===== src/awbi_pkg.sv =====
// ----------------------------------------------------------------------------
// awbi_pkg: shared types and constants of the AND / bitmask immediate unit
// Field widths, stream packing offsets and the decode record passed from the
// decode stage to the element generator.
// ----------------------------------------------------------------------------
package awbi_pkg;

    localparam int unsigned ELEM_LOG_MAX = 6;
    localparam int unsigned DATA_W       = 64;
    localparam int unsigned DEST_W       = 5;
    localparam int unsigned IMM_W        = 6;
    localparam int unsigned LEN_W        = 3;

    // slave tdata: dest_index, first_value, second_value, n_bit, imm_s, imm_r
    localparam int unsigned S_DEST_LSB   = 0;
    localparam int unsigned S_FIRST_LSB  = S_DEST_LSB + DEST_W;
    localparam int unsigned S_SECOND_LSB = S_FIRST_LSB + DATA_W;
    localparam int unsigned S_NBIT_LSB   = S_SECOND_LSB + DATA_W;
    localparam int unsigned S_IMMS_LSB   = S_NBIT_LSB + 1;
    localparam int unsigned S_IMMR_LSB   = S_IMMS_LSB + IMM_W;
    localparam int unsigned S_USED_W     = S_IMMR_LSB + IMM_W;
    localparam int unsigned S_TDATA_W    = ((S_USED_W + 7) / 8) * 8;

    // master tdata: dest_out, result
    localparam int unsigned M_DEST_LSB   = 0;
    localparam int unsigned M_RES_LSB    = M_DEST_LSB + DEST_W;
    localparam int unsigned M_USED_W     = M_RES_LSB + DATA_W;
    localparam int unsigned M_TDATA_W    = ((M_USED_W + 7) / 8) * 8;

    // slave tuser bits
    localparam int unsigned U_MODE       = 0;
    localparam int unsigned U_WIDE       = 1;

    // operand select
    localparam logic MODE_IMM = 1'b0;
    localparam logic MODE_REG = 1'b1;

    // decoded immediate, handed from the decode stage to the element generator
    typedef struct packed {
        logic [LEN_W-1:0] len;   // log2 of element size
        logic [IMM_W-1:0] s;     // ones count minus one, masked to the element
        logic [IMM_W-1:0] r;     // rotation, masked to the element
        logic             inv;   // reserved encoding
    } t_dec;

endpackage


===== src/awbi_elem_gen.sv =====
// ----------------------------------------------------------------------------
// awbi_elem_gen: bitmask element builder
// Forms S+1 low ones and replicates the element across 64 bits. Rotation is
// applied afterwards on the replicated word, which equals rotating each element.
// ----------------------------------------------------------------------------
module awbi_elem_gen (
    input  awbi_pkg::t_dec                    i_dec,
    output logic [awbi_pkg::DATA_W-1:0]       o_rep
);

    logic [awbi_pkg::DATA_W-1:0] ones;
    logic [awbi_pkg::DATA_W-1:0] rep;
    logic [awbi_pkg::IMM_W:0]    cnt;

    always_comb begin
        cnt  = {1'b0, i_dec.s} + 7'd1;
        ones = ~({awbi_pkg::DATA_W{1'b1}} << cnt);
        rep  = ones;
        // double the pattern from the element size up to the full word
        for (int i = 0; i < awbi_pkg::ELEM_LOG_MAX; i++) begin
            if (32'(i_dec.len) <= i) begin
                rep = rep | (rep << (2 ** i));
            end
        end
        o_rep = rep;
    end

endmodule


===== src/and_with_bitmask_immediate_unit.sv =====
// ----------------------------------------------------------------------------
// and_with_bitmask_immediate_unit: 64/32-bit AND with register or bitmask
// immediate operand
// ----------------------------------------------------------------------------
// Usage:
//   s_axis carries one instruction item: tuser selects register or immediate
//   operand and the width, tdata carries destination, both sources and the
//   n_bit/imm_s/imm_r immediate fields. m_axis returns one item per input
//   with the destination, the AND result (upper half zero in 32-bit mode) and
//   an invalid flag in tuser for reserved immediate encodings (result zero).
//   Stage 1 decodes the element length and masks S and R, stage 2 builds
//   and replicates the element, stage 3 rotates the pattern, applies the AND
//   and holds the result in the output register. Throughput is one item per
//   cycle while m_axis_tready is high; valid bits travel with each stage.
//   When m_axis_tready is low the output register holds and each stage fills
//   its free slot before s_axis_tready drops, so nothing is lost or repeated.
//   A synchronous active-low reset empties all stages and holds s_axis_tready
//   low while it is asserted.
// ----------------------------------------------------------------------------
module and_with_bitmask_immediate_unit (
    input  logic                               i_clk,
    input  logic                               i_rst_n,
    input  logic                               s_axis_tvalid,
    output logic                               s_axis_tready,
    // [4:0] dest_index, [68:5] first_value, [132:69] second_value,
    // [133] n_bit, [139:134] imm_s, [145:140] imm_r, [151:146] zero
    input  logic [awbi_pkg::S_TDATA_W-1:0]     s_axis_tdata,
    // [0] mode, [1] wide
    input  logic [1:0]                         s_axis_tuser,
    output logic                               m_axis_tvalid,
    input  logic                               m_axis_tready,
    // [4:0] dest_out, [68:5] result, [71:69] zero
    output logic [awbi_pkg::M_TDATA_W-1:0]     m_axis_tdata,
    // [0] invalid
    output logic                               m_axis_tuser
);

    localparam int unsigned DW = awbi_pkg::DATA_W;

    // stage enables
    logic en1, en2, en3;

    // stage 1
    logic                          r_v1;
    logic                          r_mode1, r_wide1;
    logic [awbi_pkg::DEST_W-1:0]   r_dest1;
    logic [DW-1:0]                 r_a1, r_b1;
    awbi_pkg::t_dec                r_dec1, n_dec1;

    // stage 2
    logic                          r_v2;
    logic                          r_mode2, r_wide2, r_inv2;
    logic [awbi_pkg::DEST_W-1:0]   r_dest2;
    logic [DW-1:0]                 r_a2, r_b2;
    logic [awbi_pkg::IMM_W-1:0]    r_r2;
    logic [DW-1:0]                 r_rep2, n_rep2;

    // stage 3
    logic                          r_v3;
    logic [awbi_pkg::DEST_W-1:0]   r_dest3;
    logic [DW-1:0]                 r_res3, n_res3;
    logic                          r_inv3, n_inv3;

    // decode temporaries
    logic [awbi_pkg::ELEM_LOG_MAX:0] key;
    logic [awbi_pkg::IMM_W-1:0]      levels;
    logic [awbi_pkg::IMM_W-1:0]      in_s, in_r;
    logic                            in_nbit, in_wide;
    logic [DW-1:0]                   rot;

    assign en3           = !r_v3 || m_axis_tready;
    assign en2           = !r_v2 || en3;
    assign en1           = !r_v1 || en2;
    assign s_axis_tready = en1 && i_rst_n;

    assign in_nbit = s_axis_tdata[awbi_pkg::S_NBIT_LSB];
    assign in_s    = s_axis_tdata[awbi_pkg::S_IMMS_LSB +: awbi_pkg::IMM_W];
    assign in_r    = s_axis_tdata[awbi_pkg::S_IMMR_LSB +: awbi_pkg::IMM_W];
    assign in_wide = s_axis_tuser[awbi_pkg::U_WIDE];

    // stage 1 decode: element length from the highest set bit of n_bit:~imm_s
    always_comb begin
        key        = {in_nbit, ~in_s};
        n_dec1.len = '0;
        for (int i = 0; i <= awbi_pkg::ELEM_LOG_MAX; i++) begin
            if (key[i]) begin
                n_dec1.len = awbi_pkg::LEN_W'(i);
            end
        end
        levels   = awbi_pkg::IMM_W'((7'd1 << n_dec1.len) - 7'd1);
        n_dec1.s = in_s & levels;
        n_dec1.r = in_r & levels;
        n_dec1.inv = (key[awbi_pkg::ELEM_LOG_MAX:1] == '0)
                  || (!in_wide && n_dec1.len == awbi_pkg::LEN_W'(awbi_pkg::ELEM_LOG_MAX))
                  || (n_dec1.s == levels);
    end

    awbi_elem_gen u_elem (
        .i_dec (r_dec1),
        .o_rep (n_rep2)
    );

    // stage 3: rotate the replicated pattern, AND, clamp width
    always_comb begin
        rot = (r_rep2 >> r_r2) | (r_rep2 << (7'd64 - {1'b0, r_r2}));
        if (r_mode2 == awbi_pkg::MODE_REG) begin
            n_res3 = r_a2 & r_b2;
            n_inv3 = 1'b0;
        end else if (r_inv2) begin
            n_res3 = '0;
            n_inv3 = 1'b1;
        end else begin
            n_res3 = r_a2 & rot;
            n_inv3 = 1'b0;
        end
        if (!r_wide2) begin
            n_res3[DW-1:DW/2] = '0;
        end
    end

    // valid bits
    always_ff @(posedge i_clk) begin
        if (!i_rst_n) begin
            r_v1 <= 1'b0;
            r_v2 <= 1'b0;
            r_v3 <= 1'b0;
        end else begin
            if (en1) begin
                r_v1 <= s_axis_tvalid;
            end
            if (en2) begin
                r_v2 <= r_v1;
            end
            if (en3) begin
                r_v3 <= r_v2;
            end
        end
    end

    // payload
    always_ff @(posedge i_clk) begin
        if (en1) begin
            r_mode1 <= s_axis_tuser[awbi_pkg::U_MODE];
            r_wide1 <= in_wide;
            r_dest1 <= s_axis_tdata[awbi_pkg::S_DEST_LSB +: awbi_pkg::DEST_W];
            r_a1    <= s_axis_tdata[awbi_pkg::S_FIRST_LSB +: DW];
            r_b1    <= s_axis_tdata[awbi_pkg::S_SECOND_LSB +: DW];
            r_dec1  <= n_dec1;
        end
        if (en2) begin
            r_mode2 <= r_mode1;
            r_wide2 <= r_wide1;
            r_inv2  <= r_dec1.inv;
            r_dest2 <= r_dest1;
            r_a2    <= r_a1;
            r_b2    <= r_b1;
            r_r2    <= r_dec1.r;
            r_rep2  <= n_rep2;
        end
        if (en3) begin
            r_dest3 <= r_dest2;
            r_res3  <= n_res3;
            r_inv3  <= n_inv3;
        end
    end

    assign m_axis_tvalid = r_v3;
    assign m_axis_tdata  = {(awbi_pkg::M_TDATA_W - awbi_pkg::M_USED_W)'(0), r_res3, r_dest3};
    assign m_axis_tuser  = r_inv3;

endmodule


===== config.mk =====
export PLATFORM = sky130hd
export DESIGN_NAME = and_with_bitmask_immediate_unit
export DESIGN_NICKNAME = d
export VERILOG_FILES = /design/src/awbi_pkg.sv /design/src/awbi_elem_gen.sv /design/src/and_with_bitmask_immediate_unit.sv
export SDC_FILE = /design/constraint.sdc
export NUM_CORES = 1
export LEC_CHECK = 0
export ABC_AREA = 0
export BUFFER_PORTS_ARGS = -buffer_cell sky130_fd_sc_hd__buf_2
export CAP_MARGIN = 5
export CORE_UTILIZATION = 44
export DETAILED_ROUTE_END_ITERATION = 10
export PLACE_DENSITY = 0.73
export SLEW_MARGIN = 20
export SYNTH_ARGS = -nofsm -noshare
export SYNTH_HDL_FRONTEND = slang
export SYNTH_SLANG_ARGS = --single-unit

===== constraint.sdc =====
create_clock -name i_clk -period 14.9 [get_ports i_clk]
set_clock_uncertainty 0.2 [all_clocks]
set_input_delay 0.745 -clock i_clk [delete_from_list [all_inputs] [get_ports i_clk]]
set_output_delay 0.745 -clock i_clk [all_outputs]
set_load 0.03 [all_outputs]

After elaboration in Yosys (flattened, before gate mapping)
Cells that the tools add are included.
Word-level totals
  flip-flop bits (word level): 430
  output and inout port bits: 75
Operators by class
  $add $sub $neg: 3
  order comparisons: 6
  equality and inequality tests: 2
  shifts and indexed selects: 4
  mux-type cells: 15
  bitwise gates (word level): 13
  reduce and logical (&&, ||, !) cells: 12
Operators by type and width (number)
  $mux 64: 8
  $or 64x64->64: 7
  $and 64x64->64: 2
  $not 64->64: 1
  $shl 64x7->64: 1
  $shl 64x7->64 const A: 1
  $shr 64x6->64: 1
  $and 6x6->6: 2
  $mux 3: 4
  $add 6x1->7 const B: 1
  $sub 7x6->7 const A: 1
  $eq 6x6->1: 1
  $le 3x1->1 const B: 2
  $le 3x2->1 const B: 2
  $le 3x3->1 const B: 2
  $logic_not 6->1: 1
  $not 6->6: 1
  $shl 1x3->6 const A: 1
  $sub 6x1->6 const B: 1
  $logic_or 1x1->1: 5
  $logic_not 1->1: 4
  $eq 3x3->1 const B: 1
  $logic_and 1x1->1: 2
  $mux 1: 2
  $mux 2: 1

Logic depth before layout (Yosys ltp)
  depth after elaboration: 15
  depth in mapped cells: 17

Cells and area by module
From an unflattened synthesis, not the netlist that was laid out.
Second synthesis, totals
  cells, all modules: 2206
  area, all modules: 27038.4 um^2
Modules (own cells, without submodules)
  and_with_bitmask_immediate_unit: instances 1, cells an instance 1784, area an instance 24414.7 um^2, seq. area each 12882.4 um^2
  awbi_elem_gen: instances 1, cells an instance 422, area an instance 2623.8 um^2, seq. area each 0.0 um^2

Worst setup path before layout
OpenSTA, ideal clock, no wires.
  kind: input -> output
  start point: input port m_axis_tready
  end point: output port s_axis_tready
  arrival: 5.986 ns
  data required time: 13.955 ns
  path slack: 7.969 ns
  stages on the path: 3
  path buffers: 0
  cells stage by stage: nor2b_1 -> nand3_1 -> and2_1
On the way
  cells in the longest elaborated chain, start to end: 4
Ends and longest elaborated chain
  from (decl): RTL line and_with_bitmask_immediate_unit.sv:31  | input logic m_axis_tready,
  $logic_or 1x1->1: RTL line and_with_bitmask_immediate_unit.sv:71  | assign en3 = !r_v3 || m_axis_tready;
  $logic_or 1x1->1: RTL line and_with_bitmask_immediate_unit.sv:72  | assign en2 = !r_v2 || en3;
  $logic_or 1x1->1: RTL line and_with_bitmask_immediate_unit.sv:73  | assign en1 = !r_v1 || en2;
  $logic_and 1x1->1: RTL line and_with_bitmask_immediate_unit.sv:74  | assign s_axis_tready = en1 && i_rst_n;
  to (decl): RTL line and_with_bitmask_immediate_unit.sv:24  | output logic s_axis_tready,
No other way between the ends.

Final worst setup path
  start point: register r_r2[1] (netlist bit)
  end point: register r_res3[14], data pin
On the way
  cells in the longest elaborated chain, start to end: 6
  elaborated cells on any way between the ends: 7
  classes of those cells: add/sub (1); shift (2); mux (2); bitwise (2)
Ends and longest elaborated chain
  from (decl): RTL line and_with_bitmask_immediate_unit.sv:55  | logic [awbi_pkg::IMM_W-1:0] r_r2;
  from (signal assigned): RTL line and_with_bitmask_immediate_unit.sv:157  | r_r2 <= r_dec1.r;
  $sub 7x6->7: RTL line and_with_bitmask_immediate_unit.sv:105  | rot = (r_rep2 >> r_r2) | (r_rep2 << (7'd64 - {1'b0, r_r2}));
  $shl 64x7->64: RTL line and_with_bitmask_immediate_unit.sv:105
  $or 64x64->64 (*): RTL line and_with_bitmask_immediate_unit.sv:105
  $and 64x64->64 (*): RTL line and_with_bitmask_immediate_unit.sv:113  | n_res3 = r_a2 & rot;
  $mux 64 (*): RTL line and_with_bitmask_immediate_unit.sv:109  | end else if (r_inv2) begin
  $mux 64 (*): RTL line and_with_bitmask_immediate_unit.sv:106  | if (r_mode2 == awbi_pkg::MODE_REG) begin
  via n_res3[14]: RTL line and_with_bitmask_immediate_unit.sv:61  | logic [DW-1:0] r_res3, n_res3;
  to (signal assigned): RTL line and_with_bitmask_immediate_unit.sv:162  | r_res3 <= n_res3;
  to (decl): RTL line and_with_bitmask_immediate_unit.sv:61
The timed path passes the listed nets; every way through them passes the cells marked *.
A chain may end at the register's enable or synchronous reset.

==> impl_table.tex <==
\begin{tabular}{lr}
\hline
Metric & Value \\
\hline
\multicolumn{2}{l}{\textbf{Status}} \\
Outcome & finished clean \\
\multicolumn{2}{l}{\textbf{Worst setup path}} \\
Data arrival time of the critical path & between 5 and 6 ns \\
Cell depth of the worst flop-to-flop path & 11 \\
CP cell instances & buf\_4 -> inv\_1 -> ha\_2 -> buf\_4 -> mux2\_2 -> a21oi\_1 -> nor2\_1 -> a21oi\_1 -> a211oi\_1 -> a2111oi\_0 -> nor3b\_1 \\
Endpoint of the worst register-to-register path & r\_res3[14]\$\_DFFE\_PP\_ \\
Critical path fanouts, max & approximately 70 \\
Reg-to-reg slack, setup & between 9 and 10 ns \\
Longest individual stage delay on the worst path & roughly 0.9 ns \\
Worst setup path category & register to register \\
Critical Path Sink Type & register \\
Sort of element at the start of the critical path & register \\
Worst reg2reg path startpoint & r\_r2[1]\$\_DFFE\_PP\_ \\
WP buf/inv & 3 \\
Cell family contributing the most delay on the critical path & compound AO/OA/AOI/OAI gates \\
Standard cell with the maximum stage delay on the critical path & sky130\_fd\_sc\_hd\_\_a2111oi\_0 \\
Data required time at the worst endpoint & around 15 ns \\
\multicolumn{2}{l}{\textbf{Clock tree}} \\
Worst skew pair latency & between 0.5 and 0.6 ns \\
Post-CTS sizing & 0 \\
Post-CTS Setup Inserts & 0 \\
Number of CTS-inserted buffers & 45 \\
Clock transition at the register clock pins on the worst setup and hold paths after CTS & 0.06 ns \\
Number of H-tree levels & 2 \\
CTS root buf & sky130\_fd\_sc\_hd\_\_clkbuf\_16 \\
Hold buffers post-CTS & 0 \\
Clock tree from TritonCTS & done \\
Maximum buffer depth of the clock tree & 3 \\
Clock sinks & 430 \\
\multicolumn{2}{l}{\textbf{Place}} \\
Count of buffers from port buffering & $\sim$220 \\
Hpwl dp & a little under 70,000 um \\
Setup slack at placement & 9.68 ns \\
Post-Place Cell Area & $\sim$27,000 sq um \\
Placer Congestion & between 1 and 1.5 \\
\multicolumn{2}{l}{\textbf{STA}} \\
Setup repair after global routing missed its margin & no \\
Final critical-path share of the clock period & 0.369 \\
Max-slew violation total from the final report & 0 \\
Setup TNS Final & 0 ns \\
Final period demand of the worst path & roughly 5.5 ns \\
Final Setup Violations & 0 \\
Worst path setup slack after routing & between 9 and 10 ns \\
Max Clock Freq & between 150 and 200 MHz \\
Rel. slew slack & 0.0649 \\
Slew of the pin with the lowest slew margin & 1.36 ns \\
Final hold viol count & 0 \\
\multicolumn{2}{l}{\textbf{Logic synthesis}} \\
Count of mapped cells out of synthesis & 2,198 \\
Number of enable-type register cells in the synthesized netlist & roughly 430 \\
Avg Inst Size Synth & 11.4 sq um \\
Synth Cell Area & roughly 25,000 sq um \\
Count of different cell masters after synthesis & 96 \\
Share of flip-flops with an asynchronous set or reset & 0 \\
Post-synth top flop & sky130\_fd\_sc\_hd\_\_edfxtp\_1 \\
Number of warnings printed during yosys synthesis & 0 \\
Part of the Yosys area used for sequential elements & 0.512 \\
Synthesized flop and latch total & 430 \\
\multicolumn{2}{l}{\textbf{Layout}} \\
Area grow syn2layout & 12.1\% \\
Layout Cell Area excl Fill & between 20,000 and 30,000 sq um \\
Number of nets in the final layout & around 2,500 \\
Fraction of layout cells with a size suffix above 1 & 0.226 \\
Multi-input gate area & around 11,000 sq um \\
FF/Latch Area & 12,900 sq um \\
Fill cell total of the finished layout & 4,993 \\
\multicolumn{2}{l}{\textbf{Routing}} \\
Number of iterations in the first detailed-routing pass & 6 \\
Number of DRC markers after the initial detailed-route iteration & 3,237 \\
Routed wirelength normalized by instance count & between 30 and 40 um \\
Post-DRT Antenna Nets & 0 \\
Drt total wl & $\sim$97,000 um \\
Via density per instance & between 6 and 7 \\
Vias & 21,100 \\
Drc violations & 0 \\
\multicolumn{2}{l}{\textbf{Floorplan}} \\
Initial Utilization & 0.445 \\
Core box area & $\sim$56,000 sq um \\
Row cnt & 87 \\
Area of the die & 58,100 sq um \\
\# IOs & between 200 and 250 \\
Die W & about 240 um \\
Die outline height & between 200 and 250 um \\
\multicolumn{2}{l}{\textbf{Hold path}} \\
Class of the worst hold path & primary input to register \\
Min-Delay Startpoint & s\_axis\_tdata[113] \\
Hold Path Stages & 1 \\
Hold-critical path endpoint & r\_b1[44]\$\_DFFE\_PN\_ \\
\multicolumn{2}{l}{\textbf{Flow run}} \\
Number of max-cap violations & 0 \\
\multicolumn{2}{l}{\textbf{Global route}} \\
Antenna violations before repair & 2 \\
Via count of the first global-routing pass & between 15,000 and 20,000 \\
Global-route usage over all layers & 0.328 \\
Residual overflow from global routing & 0 \\
Largest net degree at the start of global routing & 97 \\
First-pass GRT wire length & between 100,000 and 150,000 um \\
\multicolumn{2}{l}{\textbf{Pwr}} \\
Maximum ir drop on the vdd rail & roughly 0.000092 V \\
Power density normalized to cell area & between 100 and 150 nW/um\^{}2 \\
Cell leakage power & between 0.01 and 0.015 uW \\
\hline
\end{tabular}
[registers in the layout, indices dropped and copies added, names as in the netlist, 5 cells and up]
| register | flops |
|---|---|
| r_a1 | 64 |
| r_a2 | 64 |
| r_b1 | 64 |
| r_b2 | 64 |
| r_dec1 | 16 |
| r_dest1 | 5 |
| r_dest2 | 5 |
| r_dest3 | 5 |
| r_r2 | 6 |
| r_rep2 | 64 |
| r_res3 | 64 |
[how the worst max path moves through the flow]
stage	from	to	slack, ns	cells after the start
CTS	r_r2[1]$_DFFE_PP_	r_res3[14]$_DFFE_PP_	9.63	11
detailed placement	r_r2[1]$_DFFE_PP_	r_res3[14]$_DFFE_PP_	9.68	11
global placement	r_r2[1]$_DFFE_PP_	r_res3[14]$_DFFE_PP_	9.70	11
floorplan	m_axis_tready	s_axis_tready	7.97	3
global route	r_r2[1]$_DFFE_PP_	r_res3[14]$_DFFE_PP_	9.29	11
finish	r_r2[1]$_DFFE_PP_	r_res3[14]$_DFFE_PP_	9.39	11
[worst register-to-register path, cell delays in order, from the launching register on]
cell and delay (ns):
sky130_fd_sc_hd__edfxtp_1 0.32, sky130_fd_sc_hd__buf_4 0.46, sky130_fd_sc_hd__inv_1 0.31, sky130_fd_sc_hd__ha_2 0.39, sky130_fd_sc_hd__buf_4 0.67, sky130_fd_sc_hd__mux2_2 0.47
sky130_fd_sc_hd__a21oi_1 0.25, sky130_fd_sc_hd__nor2_1 0.06, sky130_fd_sc_hd__a21oi_1 0.75, sky130_fd_sc_hd__a211oi_1 0.30, sky130_fd_sc_hd__a2111oi_0 0.91, sky130_fd_sc_hd__nor3b_1 0.13
[cells by family after synthesis]
group	Yosys count	share of synthesized area
muxes	250	0.158
and+or+nand+nor	693	0.120
xor gates and xnor gates	7	0.00363
AOI/OAI and AO/OA	611	0.163
DFF	430	0.512
other	1	0.000149
buffers and inverters	198	0.0392
adders and majority gates	8	0.00388
[area by class of cell]
class / instances / share of cell area
antenna: 2 / 0.000177
clock buffer: 62 / 0.0436
clock inverter: 21 / 0.00665
inverter: 32 / 0.00426
multi-input combinational: 1572 / 0.403
sequential: 430 / 0.457
tap: 756 / 0.0335
timing repair buffer: 268 / 0.0520
[per-layer routing]
metal | global-route usage | vias up | share of wire | routed length (um)
met5 | 0.00842 | - | 0.00091 | 88
met4 | 0.147 | 6 | 0.049 | 4690
met3 | 0.0837 | 277 | 0.12 | 12000
met2 | 0.481 | 1606 | 0.43 | 41900
met1 | 0.456 | 10300 | 0.39 | 38000
li1 | - | 8879 | - | -
[metrics by stage]
| stage | power, uW | hold WS, ns | utilization | cells |
|---|---|---|---|---|
| 2_1_floorplan | 2110 | 0.200 | - | 2200 |
| 3_3_place_gp | 2490 | 0.200 | 0.474 | 3058 |
| 3_5_place_dp | 2490 | 0.205 | 0.474 | 3058 |
| 4_1_cts | 3570 | 0.112 | 0.499 | 3141 |
| 5_1_grt | 3710 | 0.121 | 0.499 | 3141 |
| 6_report | 3610 | 0.133 | 0.499 | 3143 |
[where the power goes]
| part | total (uW) | internal [uW] | switching (uW) |
|---|---|---|---|
| Clock | 1090 | 618 | 470 |
| Combinational | 974 | 331 | 644 |
| Sequential | 1550 | 1430 | 121 |
[cell usage after synthesis, types with 12 or more instances]
library cell	number	area, sq um
sky130_fd_sc_hd__o211ai_1	25	188
sky130_fd_sc_hd__a221oi_1	30	263
sky130_fd_sc_hd__a211o_1	14	123
sky130_fd_sc_hd__a211oi_1	34	255
sky130_fd_sc_hd__nand2_1	362	1360
sky130_fd_sc_hd__mux2i_1	101	1010
sky130_fd_sc_hd__o221ai_1	33	289
sky130_fd_sc_hd__mux4_2	115	2590
sky130_fd_sc_hd__buf_2	41	205
sky130_fd_sc_hd__nand3_1	38	190
sky130_fd_sc_hd__inv_1	29	109
sky130_fd_sc_hd__buf_4	17	128
sky130_fd_sc_hd__nor3_1	31	155
sky130_fd_sc_hd__and2_1	21	131
sky130_fd_sc_hd__buf_6	14	158
sky130_fd_sc_hd__a31oi_1	25	156
sky130_fd_sc_hd__nor2_1	153	574
sky130_fd_sc_hd__mux2_2	33	372
sky130_fd_sc_hd__o22ai_1	34	213
sky130_fd_sc_hd__a21oi_1	129	646
sky130_fd_sc_hd__nor2b_1	14	87.6
sky130_fd_sc_hd__and3_1	12	75.1
sky130_fd_sc_hd__clkbuf_1	83	312
sky130_fd_sc_hd__o21ai_0	149	746
sky130_fd_sc_hd__edfxtp_1	427	12800
[cell usage in the layout, fill, tap and decap left out, types with 9 or more instances in the layout]
| cell type | n |
|---|---|
| sky130_fd_sc_hd__mux2_2 | 33 |
| sky130_fd_sc_hd__o22ai_1 | 34 |
| sky130_fd_sc_hd__inv_1 | 27 |
| sky130_fd_sc_hd__nor2_1 | 150 |
| sky130_fd_sc_hd__nor2b_1 | 13 |
| sky130_fd_sc_hd__a31oi_1 | 25 |
| sky130_fd_sc_hd__and2_1 | 21 |
| sky130_fd_sc_hd__clkbuf_1 | 14 |
| sky130_fd_sc_hd__a21oi_1 | 128 |
| sky130_fd_sc_hd__mux2i_1 | 101 |
| sky130_fd_sc_hd__clkinv_1 | 9 |
| sky130_fd_sc_hd__clkbuf_16 | 46 |
| sky130_fd_sc_hd__a211oi_1 | 34 |
| sky130_fd_sc_hd__mux4_2 | 115 |
| sky130_fd_sc_hd__a22oi_1 | 9 |
| sky130_fd_sc_hd__and3_1 | 12 |
| sky130_fd_sc_hd__nand3_1 | 37 |
| sky130_fd_sc_hd__or2_2 | 11 |
| sky130_fd_sc_hd__a221oi_1 | 30 |
| sky130_fd_sc_hd__buf_2 | 223 |
| sky130_fd_sc_hd__o21ai_1 | 9 |
| sky130_fd_sc_hd__nor3_1 | 31 |
| sky130_fd_sc_hd__o21ai_0 | 149 |
| sky130_fd_sc_hd__o211ai_1 | 25 |
| sky130_fd_sc_hd__edfxtp_1 | 427 |
| sky130_fd_sc_hd__a211o_1 | 14 |
| sky130_fd_sc_hd__buf_4 | 44 |
| sky130_fd_sc_hd__o221ai_1 | 33 |
| sky130_fd_sc_hd__nand2_1 | 361 |
(Power assumes the default switching activity.)
